==> config.mk <==
export PLATFORM = sky130hd
export DESIGN_NAME = keyed_op_table_encoder_core
export DESIGN_NICKNAME = d
export VERILOG_FILES = /design/src/keop_pkg.sv /design/src/keyed_op_table_encoder_core.sv
export SDC_FILE = /design/constraint.sdc
export NUM_CORES = 2
export LEC_CHECK = 0
export BUFFER_PORTS_ARGS = -buffer_cell sky130_fd_sc_hd__buf_4
export CORE_MARGIN = 2
export CORE_UTILIZATION = 30
export DETAILED_ROUTE_END_ITERATION = 7
export SYNTH_ARGS = -nofsm -noshare
export SYNTH_HDL_FRONTEND = slang
export SYNTH_SLANG_ARGS = --single-unit
==> constraint.sdc <==
create_clock -name clock -period 12.4 [get_ports clock]
set_clock_uncertainty 0.05 [all_clocks]
set_input_delay 0.62 -clock clock [delete_from_list [all_inputs] [get_ports clock]]
set_output_delay 0.62 -clock clock [all_outputs]
set_load 0.02 [all_outputs]
==> src/keop_pkg.sv <==
package keop_pkg;

   localparam int INDEX_BITS  = 16;
   localparam int ELEM_BITS   = 16;
   localparam int KEY_SHIFT_A = 11;
   localparam int KEY_SHIFT_B = 29;
   localparam int X1_BITS     = KEY_SHIFT_B + ELEM_BITS;

   localparam int CSR_ADDR_BITS = 6;
   localparam int CSR_DATA_BITS = 64;

   localparam logic [2:0] REG_OPERATION     = 3'd0;
   localparam logic [2:0] REG_OPERAND_WIDTH = 3'd1;
   localparam logic [2:0] REG_INDEX_MODE    = 3'd2;
   localparam logic [2:0] REG_FIXED_OPERAND = 3'd3;
   localparam logic [2:0] REG_KEY_SEED      = 3'd4;
   localparam logic [2:0] REG_KEY_ADD       = 3'd5;
   localparam logic [2:0] REG_KEY_MUL       = 3'd6;
   localparam logic [2:0] REG_KEY_XOR       = 3'd7;

   localparam logic [4:0] OP_ADD  = 5'd0;
   localparam logic [4:0] OP_SUB  = 5'd1;
   localparam logic [4:0] OP_MUL  = 5'd2;
   localparam logic [4:0] OP_AND  = 5'd3;
   localparam logic [4:0] OP_OR   = 5'd4;
   localparam logic [4:0] OP_XOR  = 5'd5;
   localparam logic [4:0] OP_SHL  = 5'd6;
   localparam logic [4:0] OP_LSHR = 5'd7;
   localparam logic [4:0] OP_ASHR = 5'd8;
   localparam logic [4:0] OP_EQ   = 5'd9;
   localparam logic [4:0] OP_NE   = 5'd10;
   localparam logic [4:0] OP_UGT  = 5'd11;
   localparam logic [4:0] OP_UGE  = 5'd12;
   localparam logic [4:0] OP_ULT  = 5'd13;
   localparam logic [4:0] OP_ULE  = 5'd14;
   localparam logic [4:0] OP_SGT  = 5'd15;
   localparam logic [4:0] OP_SGE  = 5'd16;
   localparam logic [4:0] OP_SLT  = 5'd17;
   localparam logic [4:0] OP_SLE  = 5'd18;

   localparam logic [1:0] MODE_BYTES       = 2'd0;
   localparam logic [1:0] MODE_FIXED_LEFT  = 2'd1;
   localparam logic [1:0] MODE_FIXED_RIGHT = 2'd2;

   localparam logic [4:0] WIDTH_MIN = 5'd1;
   localparam logic [4:0] WIDTH_MAX = 5'd16;
   localparam logic [4:0] WIDTH_RESET = 5'd8;

endpackage

==> src/keyed_op_table_encoder_core.sv <==
// Channel   Direction  Word                      Handshake
// req       in         tdata[15:0] table_index   req_tvalid / req_tready
// rsp       out        tdata[47:0] plain_value,  rsp_tvalid / rsp_tready
//                      key_value, encoded_cell
// csr       in         APB-style, 64-bit data    psel / penable / pwrite / pready
//
// One word per cycle sustained while rsp is ready, through a four-stage pipeline
// (operand select, ALU and key multiply, key add and first xor-shift, output).
// Synchronous active-high reset empties the pipeline and restores register defaults.
// Each stage advances when it is empty or the stage after it advances; a stall
// on rsp holds every word in place.
module keyed_op_table_encoder_core
   import keop_pkg::*;
(
   input  logic                     clock,
   input  logic                     reset,
   input  logic                     req_tvalid,
   output logic                     req_tready,
   input  logic [15:0]              req_tdata,   // [15:0] table_index
   output logic                     rsp_tvalid,
   input  logic                     rsp_tready,
   output logic [47:0]              rsp_tdata,   // [15:0] plain_value, [31:16] key_value,
                                                 // [47:32] encoded_cell
   input  logic                     psel,
   input  logic                     penable,
   input  logic                     pwrite,
   input  logic [CSR_ADDR_BITS-1:0] paddr,
   input  logic [CSR_DATA_BITS-1:0] pwdata,
   output logic [CSR_DATA_BITS-1:0] prdata,
   output logic                     pready
);

   logic [4:0]  operation_ff;
   logic [4:0]  operand_width_ff;
   logic [1:0]  index_mode_ff;
   logic [15:0] fixed_operand_ff;
   logic [63:0] key_seed_ff;
   logic [31:0] key_add_ff;
   logic [31:0] key_mul_ff;
   logic [15:0] key_xor_ff;

   logic [2:0]  csr_index;
   logic        csr_write;

   assign pready    = 1'b1;
   assign csr_index = paddr[CSR_ADDR_BITS-1:3];
   assign csr_write = psel && penable && pwrite && pready;

   always_ff @(posedge clock) begin
      if (reset) begin
         operation_ff     <= OP_ADD;
         operand_width_ff <= WIDTH_RESET;
         index_mode_ff    <= MODE_BYTES;
         fixed_operand_ff <= '0;
         key_seed_ff      <= '0;
         key_add_ff       <= '0;
         key_mul_ff       <= 32'd1;
         key_xor_ff       <= '0;
      end else if (csr_write) begin
         unique case (csr_index)
            REG_OPERATION:     operation_ff     <= pwdata[4:0];
            REG_OPERAND_WIDTH: operand_width_ff <= pwdata[4:0];
            REG_INDEX_MODE:    index_mode_ff    <= pwdata[1:0];
            REG_FIXED_OPERAND: fixed_operand_ff <= pwdata[15:0];
            REG_KEY_SEED:      key_seed_ff      <= pwdata;
            REG_KEY_ADD:       key_add_ff       <= pwdata[31:0];
            REG_KEY_MUL:       key_mul_ff       <= pwdata[31:0];
            REG_KEY_XOR:       key_xor_ff       <= pwdata[15:0];
         endcase
      end
   end

   always_comb begin
      unique case (csr_index)
         REG_OPERATION:     prdata = 64'(operation_ff);
         REG_OPERAND_WIDTH: prdata = 64'(operand_width_ff);
         REG_INDEX_MODE:    prdata = 64'(index_mode_ff);
         REG_FIXED_OPERAND: prdata = 64'(fixed_operand_ff);
         REG_KEY_SEED:      prdata = key_seed_ff;
         REG_KEY_ADD:       prdata = 64'(key_add_ff);
         REG_KEY_MUL:       prdata = 64'(key_mul_ff);
         REG_KEY_XOR:       prdata = 64'(key_xor_ff);
      endcase
   end

   // effective width, operand mask and element mask
   logic [4:0]  width;
   logic [3:0]  width_m1;
   logic [15:0] op_mask;
   logic [15:0] sign_bit;
   logic        is_cmp;
   logic [15:0] elem_mask;

   always_comb begin
      priority if (operand_width_ff < WIDTH_MIN) begin
         width = WIDTH_MIN;
      end else if (operand_width_ff > WIDTH_MAX) begin
         width = WIDTH_MAX;
      end else begin
         width = operand_width_ff;
      end
      width_m1  = 4'(width - 5'd1);
      op_mask   = 16'((17'd1 << width) - 17'd1);
      sign_bit  = 16'd1 << width_m1;
      is_cmp    = (operation_ff >= OP_EQ) && (operation_ff <= OP_SLE);
      elem_mask = (is_cmp || width <= 5'd8) ? 16'h00FF : 16'hFFFF;
   end

   // stage handshake
   logic v1_ff, v2_ff, v3_ff, v4_ff;
   logic v1_in, v2_in, v3_in, v4_in;
   logic rdy1, rdy2, rdy3, rdy4;

   assign rdy4       = !v4_ff || rsp_tready;
   assign rdy3       = !v3_ff || rdy4;
   assign rdy2       = !v2_ff || rdy3;
   assign rdy1       = !v1_ff || rdy2;
   assign req_tready = rdy1;
   assign rsp_tvalid = v4_ff;

   assign v1_in = rdy1 ? req_tvalid : v1_ff;
   assign v2_in = rdy2 ? v1_ff : v2_ff;
   assign v3_in = rdy3 ? v2_ff : v3_ff;
   assign v4_in = rdy4 ? v3_ff : v4_ff;

   always_ff @(posedge clock) begin
      if (reset) begin
         v1_ff <= 1'b0;
         v2_ff <= 1'b0;
         v3_ff <= 1'b0;
         v4_ff <= 1'b0;
      end else begin
         v1_ff <= v1_in;
         v2_ff <= v2_in;
         v3_ff <= v3_in;
         v4_ff <= v4_in;
      end
   end

   // stage 1: index and operand select
   logic [15:0] idx1_ff, a1_ff, b1_ff;
   logic [15:0] idx1_in, a1_in, b1_in;

   always_comb begin
      idx1_in = 16'(req_tdata[INDEX_BITS-1:0]);
      unique case (index_mode_ff)
         MODE_FIXED_LEFT: begin
            a1_in = fixed_operand_ff;
            b1_in = idx1_in;
         end
         MODE_FIXED_RIGHT: begin
            a1_in = idx1_in;
            b1_in = fixed_operand_ff;
         end
         default: begin
            a1_in = {8'd0, idx1_in[15:8]};
            b1_in = {8'd0, idx1_in[7:0]};
         end
      endcase
      a1_in = a1_in & op_mask;
      b1_in = b1_in & op_mask;
   end

   always_ff @(posedge clock) begin
      if (rdy1) begin
         idx1_ff <= idx1_in;
         a1_ff   <= a1_in;
         b1_ff   <= b1_in;
      end
   end

   // stage 2: ALU and key multiply
   logic [15:0] val2_ff, val2_in;
   logic [47:0] prod2_ff, prod2_in;
   logic [63:0] base_ff, base_in;
   logic [31:0] mul_full;
   logic [15:0] sext, ashr_res, sa, sb;
   logic        shift_big;

   assign base_in  = key_seed_ff + 64'(key_add_ff);
   assign prod2_in = 48'(idx1_ff) * 48'(key_mul_ff);

   always_comb begin
      mul_full  = 32'(a1_ff) * 32'(b1_ff);
      shift_big = b1_ff >= 16'(width);
      sext      = a1_ff | (((a1_ff & sign_bit) != 16'd0) ? ~op_mask : 16'd0);
      ashr_res  = 16'($signed(sext) >>> b1_ff[3:0]);
      sa        = a1_ff ^ sign_bit;
      sb        = b1_ff ^ sign_bit;
      unique case (operation_ff)
         OP_ADD:  val2_in = (a1_ff + b1_ff) & op_mask;
         OP_SUB:  val2_in = (a1_ff - b1_ff) & op_mask;
         OP_MUL:  val2_in = mul_full[15:0] & op_mask;
         OP_AND:  val2_in = a1_ff & b1_ff;
         OP_OR:   val2_in = a1_ff | b1_ff;
         OP_XOR:  val2_in = a1_ff ^ b1_ff;
         OP_SHL:  val2_in = shift_big ? 16'd0 : (a1_ff << b1_ff[3:0]) & op_mask;
         OP_LSHR: val2_in = shift_big ? 16'd0 : a1_ff >> b1_ff[3:0];
         OP_ASHR: val2_in = shift_big ? 16'd0 : ashr_res & op_mask;
         OP_EQ:   val2_in = 16'(a1_ff == b1_ff);
         OP_NE:   val2_in = 16'(a1_ff != b1_ff);
         OP_UGT:  val2_in = 16'(a1_ff > b1_ff);
         OP_UGE:  val2_in = 16'(a1_ff >= b1_ff);
         OP_ULT:  val2_in = 16'(a1_ff < b1_ff);
         OP_ULE:  val2_in = 16'(a1_ff <= b1_ff);
         OP_SGT:  val2_in = 16'(sa > sb);
         OP_SGE:  val2_in = 16'(sa >= sb);
         OP_SLT:  val2_in = 16'(sa < sb);
         OP_SLE:  val2_in = 16'(sa <= sb);
         default: val2_in = 16'd0;
      endcase
   end

   always_ff @(posedge clock) begin
      base_ff <= base_in;
      if (rdy2) begin
         val2_ff  <= val2_in;
         prod2_ff <= prod2_in;
      end
   end

   // stage 3: key sum and first xor-shift
   logic [15:0]        val3_ff;
   logic [X1_BITS-1:0] x1_ff, x1_in;
   logic [63:0]        key_sum, key_x1;

   always_comb begin
      key_sum = base_ff + 64'(prod2_ff);
      key_x1  = key_sum ^ (key_sum >> KEY_SHIFT_A);
      x1_in   = key_x1[X1_BITS-1:0];
   end

   always_ff @(posedge clock) begin
      if (rdy3) begin
         val3_ff <= val2_ff;
         x1_ff   <= x1_in;
      end
   end

   // stage 4: second xor-shift, mask and output
   logic [15:0] plain_ff, key_ff, enc_ff;
   logic [15:0] key_in, enc_in;

   always_comb begin
      key_in = (x1_ff[ELEM_BITS-1:0] ^ x1_ff[KEY_SHIFT_B +: ELEM_BITS] ^ key_xor_ff)
               & elem_mask;
      enc_in = (val3_ff ^ key_in) & elem_mask;
   end

   always_ff @(posedge clock) begin
      if (rdy4) begin
         plain_ff <= val3_ff;
         key_ff   <= key_in;
         enc_ff   <= enc_in;
      end
   end

   assign rsp_tdata = {enc_ff, key_ff, plain_ff};

endmodule

## After elaboration in Yosys (flattened, before gate mapping)

Cells that the tools add are included.

- Add/subtract/negate cells: 6
- $mul: 2
- Order comparisons: 14
- Equal/unequal tests: 29
- Shifts and indexed selects: 5
- Mux-type cells: 11
- Bitwise operators: 21
- Reductions and logical operators: 23

Operators with widths:

| operator | number |
|---|---|
| 64-bit one-hot mux with 8 select lines | 1 |
| 16-bit one-hot mux with 19 select lines | 1 |
| 16-bit bitwise AND | 11 |
| 16-bit bitwise XOR | 6 |
| 16-bit two-way mux | 5 |
| 16-bit one-hot mux with 2 select lines | 2 |
| 56-bit by 32-bit adder with 56-bit output | 1 |
| 56-bit by 48-bit adder with 56-bit output | 1 |
| 16-bit by 32-bit multiplier with 48-bit output | 1 |
| 45-bit bitwise XOR | 1 |
| 5-bit by 4-bit == test with 1-bit output, second input constant | 8 |
| 16-bit greater-or-equal comparator | 2 |
| 16-bit greater-than comparator | 2 |
| 16-bit <= comparator | 2 |
| 16-bit < comparator | 2 |
| 16-bit OR | 2 |
| 5-bit by 3-bit == test with 1-bit output, second input constant | 4 |
| 16-bit adder | 1 |
| 16-bit == test | 1 |
| 16-bit by 5-bit greater-or-equal comparator with 1-bit output | 1 |
| 16-bit by 16-bit multiplier with 16-bit output | 1 |
| 16-bit inequality test | 1 |
| 16-bit inverter | 1 |
| 2-bit AND reduction | 8 |
| other kinds (28) | 45 |

- Flip-flop bits (word level): 453
- Output and inout bits: 115
- Logic and storage cells: 134

## Longest topological paths before layout

- Depth in word-level cells: 13
- Depth in mapped cells: 26

## Worst setup path before layout

OpenSTA, ideal clock, no wires.

- Kind: reg-to-reg
- Start point: register key_mul_ff[22]
- End point: register prod2_ff[41], data pin
- Arrival time: 6,387 ps
- Setup slack: 5,704 ps
- Cell stages (with the launch flop): 25
- Path buffers: 2
- Period minus slack after synthesis: 6,696 ps
- Path through: dfxtp_1 clkbuf_1 clkbuf_1 nand2_1 fa_1 inv_1 fa_1 inv_1 fa_1 inv_1 fa_1 fa_1 inv_1 fa_1 inv_1 ha_1 nand4_1 or4_1 or3_4 a21boi_4 a311oi_1 o41a_1 o21ai_1 a21oi_1 xnor2_1

- Word-level cells in the longest chain between the ends: 1

RTL lines:

| element | RTL line | source |
|---|---|---|
| from (decl) | keyed_op_table_encoder_core.sv:39 | `logic [31:0] key_mul_ff;` |
| from (signal assigned) | keyed_op_table_encoder_core.sv:67 | `REG_KEY_MUL: key_mul_ff <= pwdata[31:0];` |
| 16-bit by 32-bit multiplier with 48-bit output | keyed_op_table_encoder_core.sv:181 | `assign prod2_in = 48'(idx1_ff) * 48'(key_mul_ff);` |
| net prod2_in[41] | keyed_op_table_encoder_core.sv:174 | `logic [47:0] prod2_ff, prod2_in;` |
| to (signal assigned) | keyed_op_table_encoder_core.sv:218 | `prod2_ff <= prod2_in;` |
| to (decl) | keyed_op_table_encoder_core.sv:174 |  |

The timed path passes the listed nets, and every way through them passes these cells.
A chain may end at the register's enable or synchronous reset.

## Final worst setup path

- Start point: register key_mul_ff[11]
- End point: register prod2_ff[41], data pin

Same word-level chain as after synthesis.

==> results.yml <==
outcome:
  status: "finished clean"
clock_network:
  root_buffer: "clkbuf_16"
  cts.sinks: 440
  cts_made_buffers: 51
  tritoncts: "yes"
  worstSkewPairLatency_ns: 0.68
  hold_buffers: 0
  clkTransAtPathRegs_ns: 0.06
  htreeDepth: 2
  post_cts_buffers: 0
  cts_resized: 0
  cts_buffer_depth: 3
finish:
  area_growth_pct: 11.8
  multiInputGateArea_sq_um: 31900
  num-nets-final: 6258
  layout.area.seq_sq_um: 10900
  fill_cells: 15948
  drive_above_1_share_pct: 8.81
grt:
  grt_max_degree: 93
  grt_usage_pct: 20.7
  antenna_found_initial: 6
  grt_pass1_wl_um: 248000
  grt_pass1_vias: 38650
  overflow: 0
synthesis:
  yosysWarnings: 0
  synth_area_leaders: "fa_1 (22%), edfxtp_1 (13%), dfxtp_1 (10%), ha_1 (8.8%), nand2_1 (7.2%)"
  netlist_top_cells_count: "nand2_1 (883), inv_1 (667), fa_1 (502)"
  synth_most_common_cell: "nand2_1"
  synthDistinctLibCells: 104
  synth_edf_count: 208
  ys_seq_elements: 440
  async_reset_ff_share_pct: 0
  synth_top_area_cell: "fa_1"
  synth_ff_type: "dfxtp_1"
  avgSynthCellArea_sq_um: 8.77
  synthCells: 5285
  yosysTopAreaCellShare_pct: 21.7
  synth.cell_area_sq_um: 46300
  synth.yosys.seq_area_share_pct: 23.5
route:
  detail-route-antenna-nets: 0
  vias_per_cell: 5.18
  drc: 0
  wire_per_inst_um: 22.1
  drt_iter0_drc: 3155
  finalWirelength_um: 164000
  dr.pass1.iters: 7
  via_count: 38469
worst_hold_path:
  hold_path_class: "in -> reg"
setup_path:
  critPathBufInv: 3
  end_kind: "flop"
  critPathTopFamily: "adder cells"
  cp_slowest_stage_delay_ns: 1.07
  crit_path_start_kind: "flop"
  worstPathArrival_ns: 8.10
  required_ns: 12.79
  cp_cell_sequence: "nand2_1 -> fa_1 -> fa_1 -> fa_1 -> inv_1 -> fa_1 -> fa_1 -> inv_1 -> fa_1 -> inv_1 -> ha_1 -> and2_1 -> o2111ai_1 -> o21ba_2 -> or3_4 -> a21boi_4 -> a311oi_1 -> o41a_1 -> o21ai_1 -> a21oi_1 -> xnor2_1"
  path_class: "reg -> reg"
  crit_fanout: 18
  cp_slowest_cell: "dfxtp_1"
  cp_common_cell: "fa_1"
sta:
  worstMarginPinSlew_ns: 1.22
  fmax_ghz: 0.130
  maxSlewViolCount: 0
  final_hold_viol_count: 0
  rsz0062_at_grt: "false"
  fin_crit_ns: 7.71
  fin_setup_tns_ns: 0
  postLayoutSetupSlackWorst_ns: 4.69
  fin_crit_sh_pct: 62.2
  setup_viol: 0
  slew_headroom_pct: 17.9
flow_run:
  maxCapViolCount: 0
power_and_ir_drop:
  power_frac_seq_pct: 39.7
  switchingPower_mw: 1.34
  p_per_area_nw_per_um2: 80.6
  total_power_mw: 4.18
  combPwrFrac_pct: 22.3
  power.internal_mw: 2.83
  clkPwrFrac_pct: 38.0
  max-vdd-ir-drop_mv: 0.102
  power.share.switching_pct: 32.1
  p_leak_nw: 23.0
placement:
  hpwl_um: 128000
  dp_worst_setup_slack_ns: 4.80
  port_buffers: 203
  gp_congestion: 0.984
floorplan:
  ios: 208
  num_rows: 144
  dieArea_sq_um: 158000
  initial_utilization_pct: 30.1
  die_h_um: 397
  die_w_um: 397
  core_area_sq_um: 154000
[routing by layer]
metal / up-vias / global-route usage (%) / part of all wire (%) / wire, um
met3: 325 / 3.99 / 7.8 / 12900
li1: 17456 / - / - / -
met5: - / 0 / 0.024 / 39
met1: 19155 / 27.9 / 43 / 70800
met2: 1527 / 33.0 / 45 / 74200
met4: 6 / 7.68 / 4.0 / 6520
[power by group through the flow]
stage | clock network, mW | registers [mW] | logic, mW
floorplan | 0 | 1.72 | 0.504
global placement | 0 | 1.69 | 0.914
detailed placement | 0 | 1.69 | 0.916
CTS | 1.61 | 1.66 | 0.924
global route | 1.67 | 1.67 | 1.01
finish | 1.59 | 1.66 | 0.930
[layout make-up]
| class | count | area share, % |
|---|---|---|
| diodes | 1 | 0.00483 |
| clock buffers | 64 | 2.78 |
| clock inverters | 31 | 0.640 |
| inverters | 672 | 4.87 |
| multi-input cells | 3883 | 61.5 |
| flip-flops and latches | 440 | 21.0 |
| well taps | 2044 | 4.94 |
| repair buffers | 289 | 4.20 |
[final timing paths]
check,slack (ns),cells after the start,from,endpoint
min,0.12,1,req_tdata[0],idx1_ff[0]$_DFFE_PP_
max,4.69,21,key_mul_ff[11]$_SDFFE_PP0P_,prod2_ff[41]$_DFFE_PP_
min reg2reg,0.37,0,val2_ff[7]$_DFFE_PP_,val3_ff[7]$_DFFE_PP_
max reg2reg,4.69,21,key_mul_ff[11]$_SDFFE_PP0P_,prod2_ff[41]$_DFFE_PP_
[placed cells by master, fill, tap and decap left out, types with 14 or more instances in the layout]
cell type,n
nand3_1,38
mux4_2,21
nor4_1,22
and3_1,29
nor2b_1,20
edfxtp_1,208
o31ai_1,18
o21ai_0,145
nand4_1,29
a22oi_1,42
nor2_1,307
clkbuf_16,55
ha_1,326
nor3_1,68
fa_1,502
o21bai_1,26
nand2_1,880
dfxtp_1,232
inv_1,665
buf_4,288
mux2i_1,62
a221oi_1,14
a211oi_1,29
o211ai_1,25
and2_1,231
xor2_1,87
nand2b_1,20
a31oi_1,25
a21o_1,76
o21a_1,35
a21oi_1,367
xnor2_1,195
[metrics by stage]
| step | util [%] | area, sq um | hold slack [ns] | cells |
|---|---|---|---|---|
| 2_1_floorplan | - | 46300 | 0.350 | 5286 |
| 3_3_place_gp | 32.5 | 50000 | 0.351 | 7328 |
| 3_5_place_dp | 32.5 | 50000 | 0.356 | 7328 |
| 4_1_cts | 33.7 | 51800 | 0.0914 | 7423 |
| 5_1_grt | 33.7 | 51800 | 0.103 | 7423 |
| 6_report | 33.7 | 51800 | 0.119 | 7424 |
[flip-flops by register name, summed over array words and instances, names as in the netlist]
register and cells:
b1_ff 16, v2_ff 1, base_ff 56, val3_ff 16
key_ff 16, enc_ff 16, plain_ff 16, rsp_tvalid 1
fixed_operand_ff 16, v1_ff 1, v3_ff 1, key_mul_ff 32
key_seed_ff 64, x1_ff 32, a1_ff 16, val2_ff 16
index_mode_ff 2, operand_width_ff 5, key_add_ff 32, key_xor_ff 16
idx1_ff 16, operation_ff 5, prod2_ff 48
[kinds of logic after synthesis]
group,synth area share [%]
simple gates,16.7
buf+inv,7.86
compound gates,13.4
fa+ha+maj,30.5
flops,23.5
xor+xnor,5.48
mux,2.53
other cells,0.00809
No activity file was read; power rests on OpenSTA's default activity.
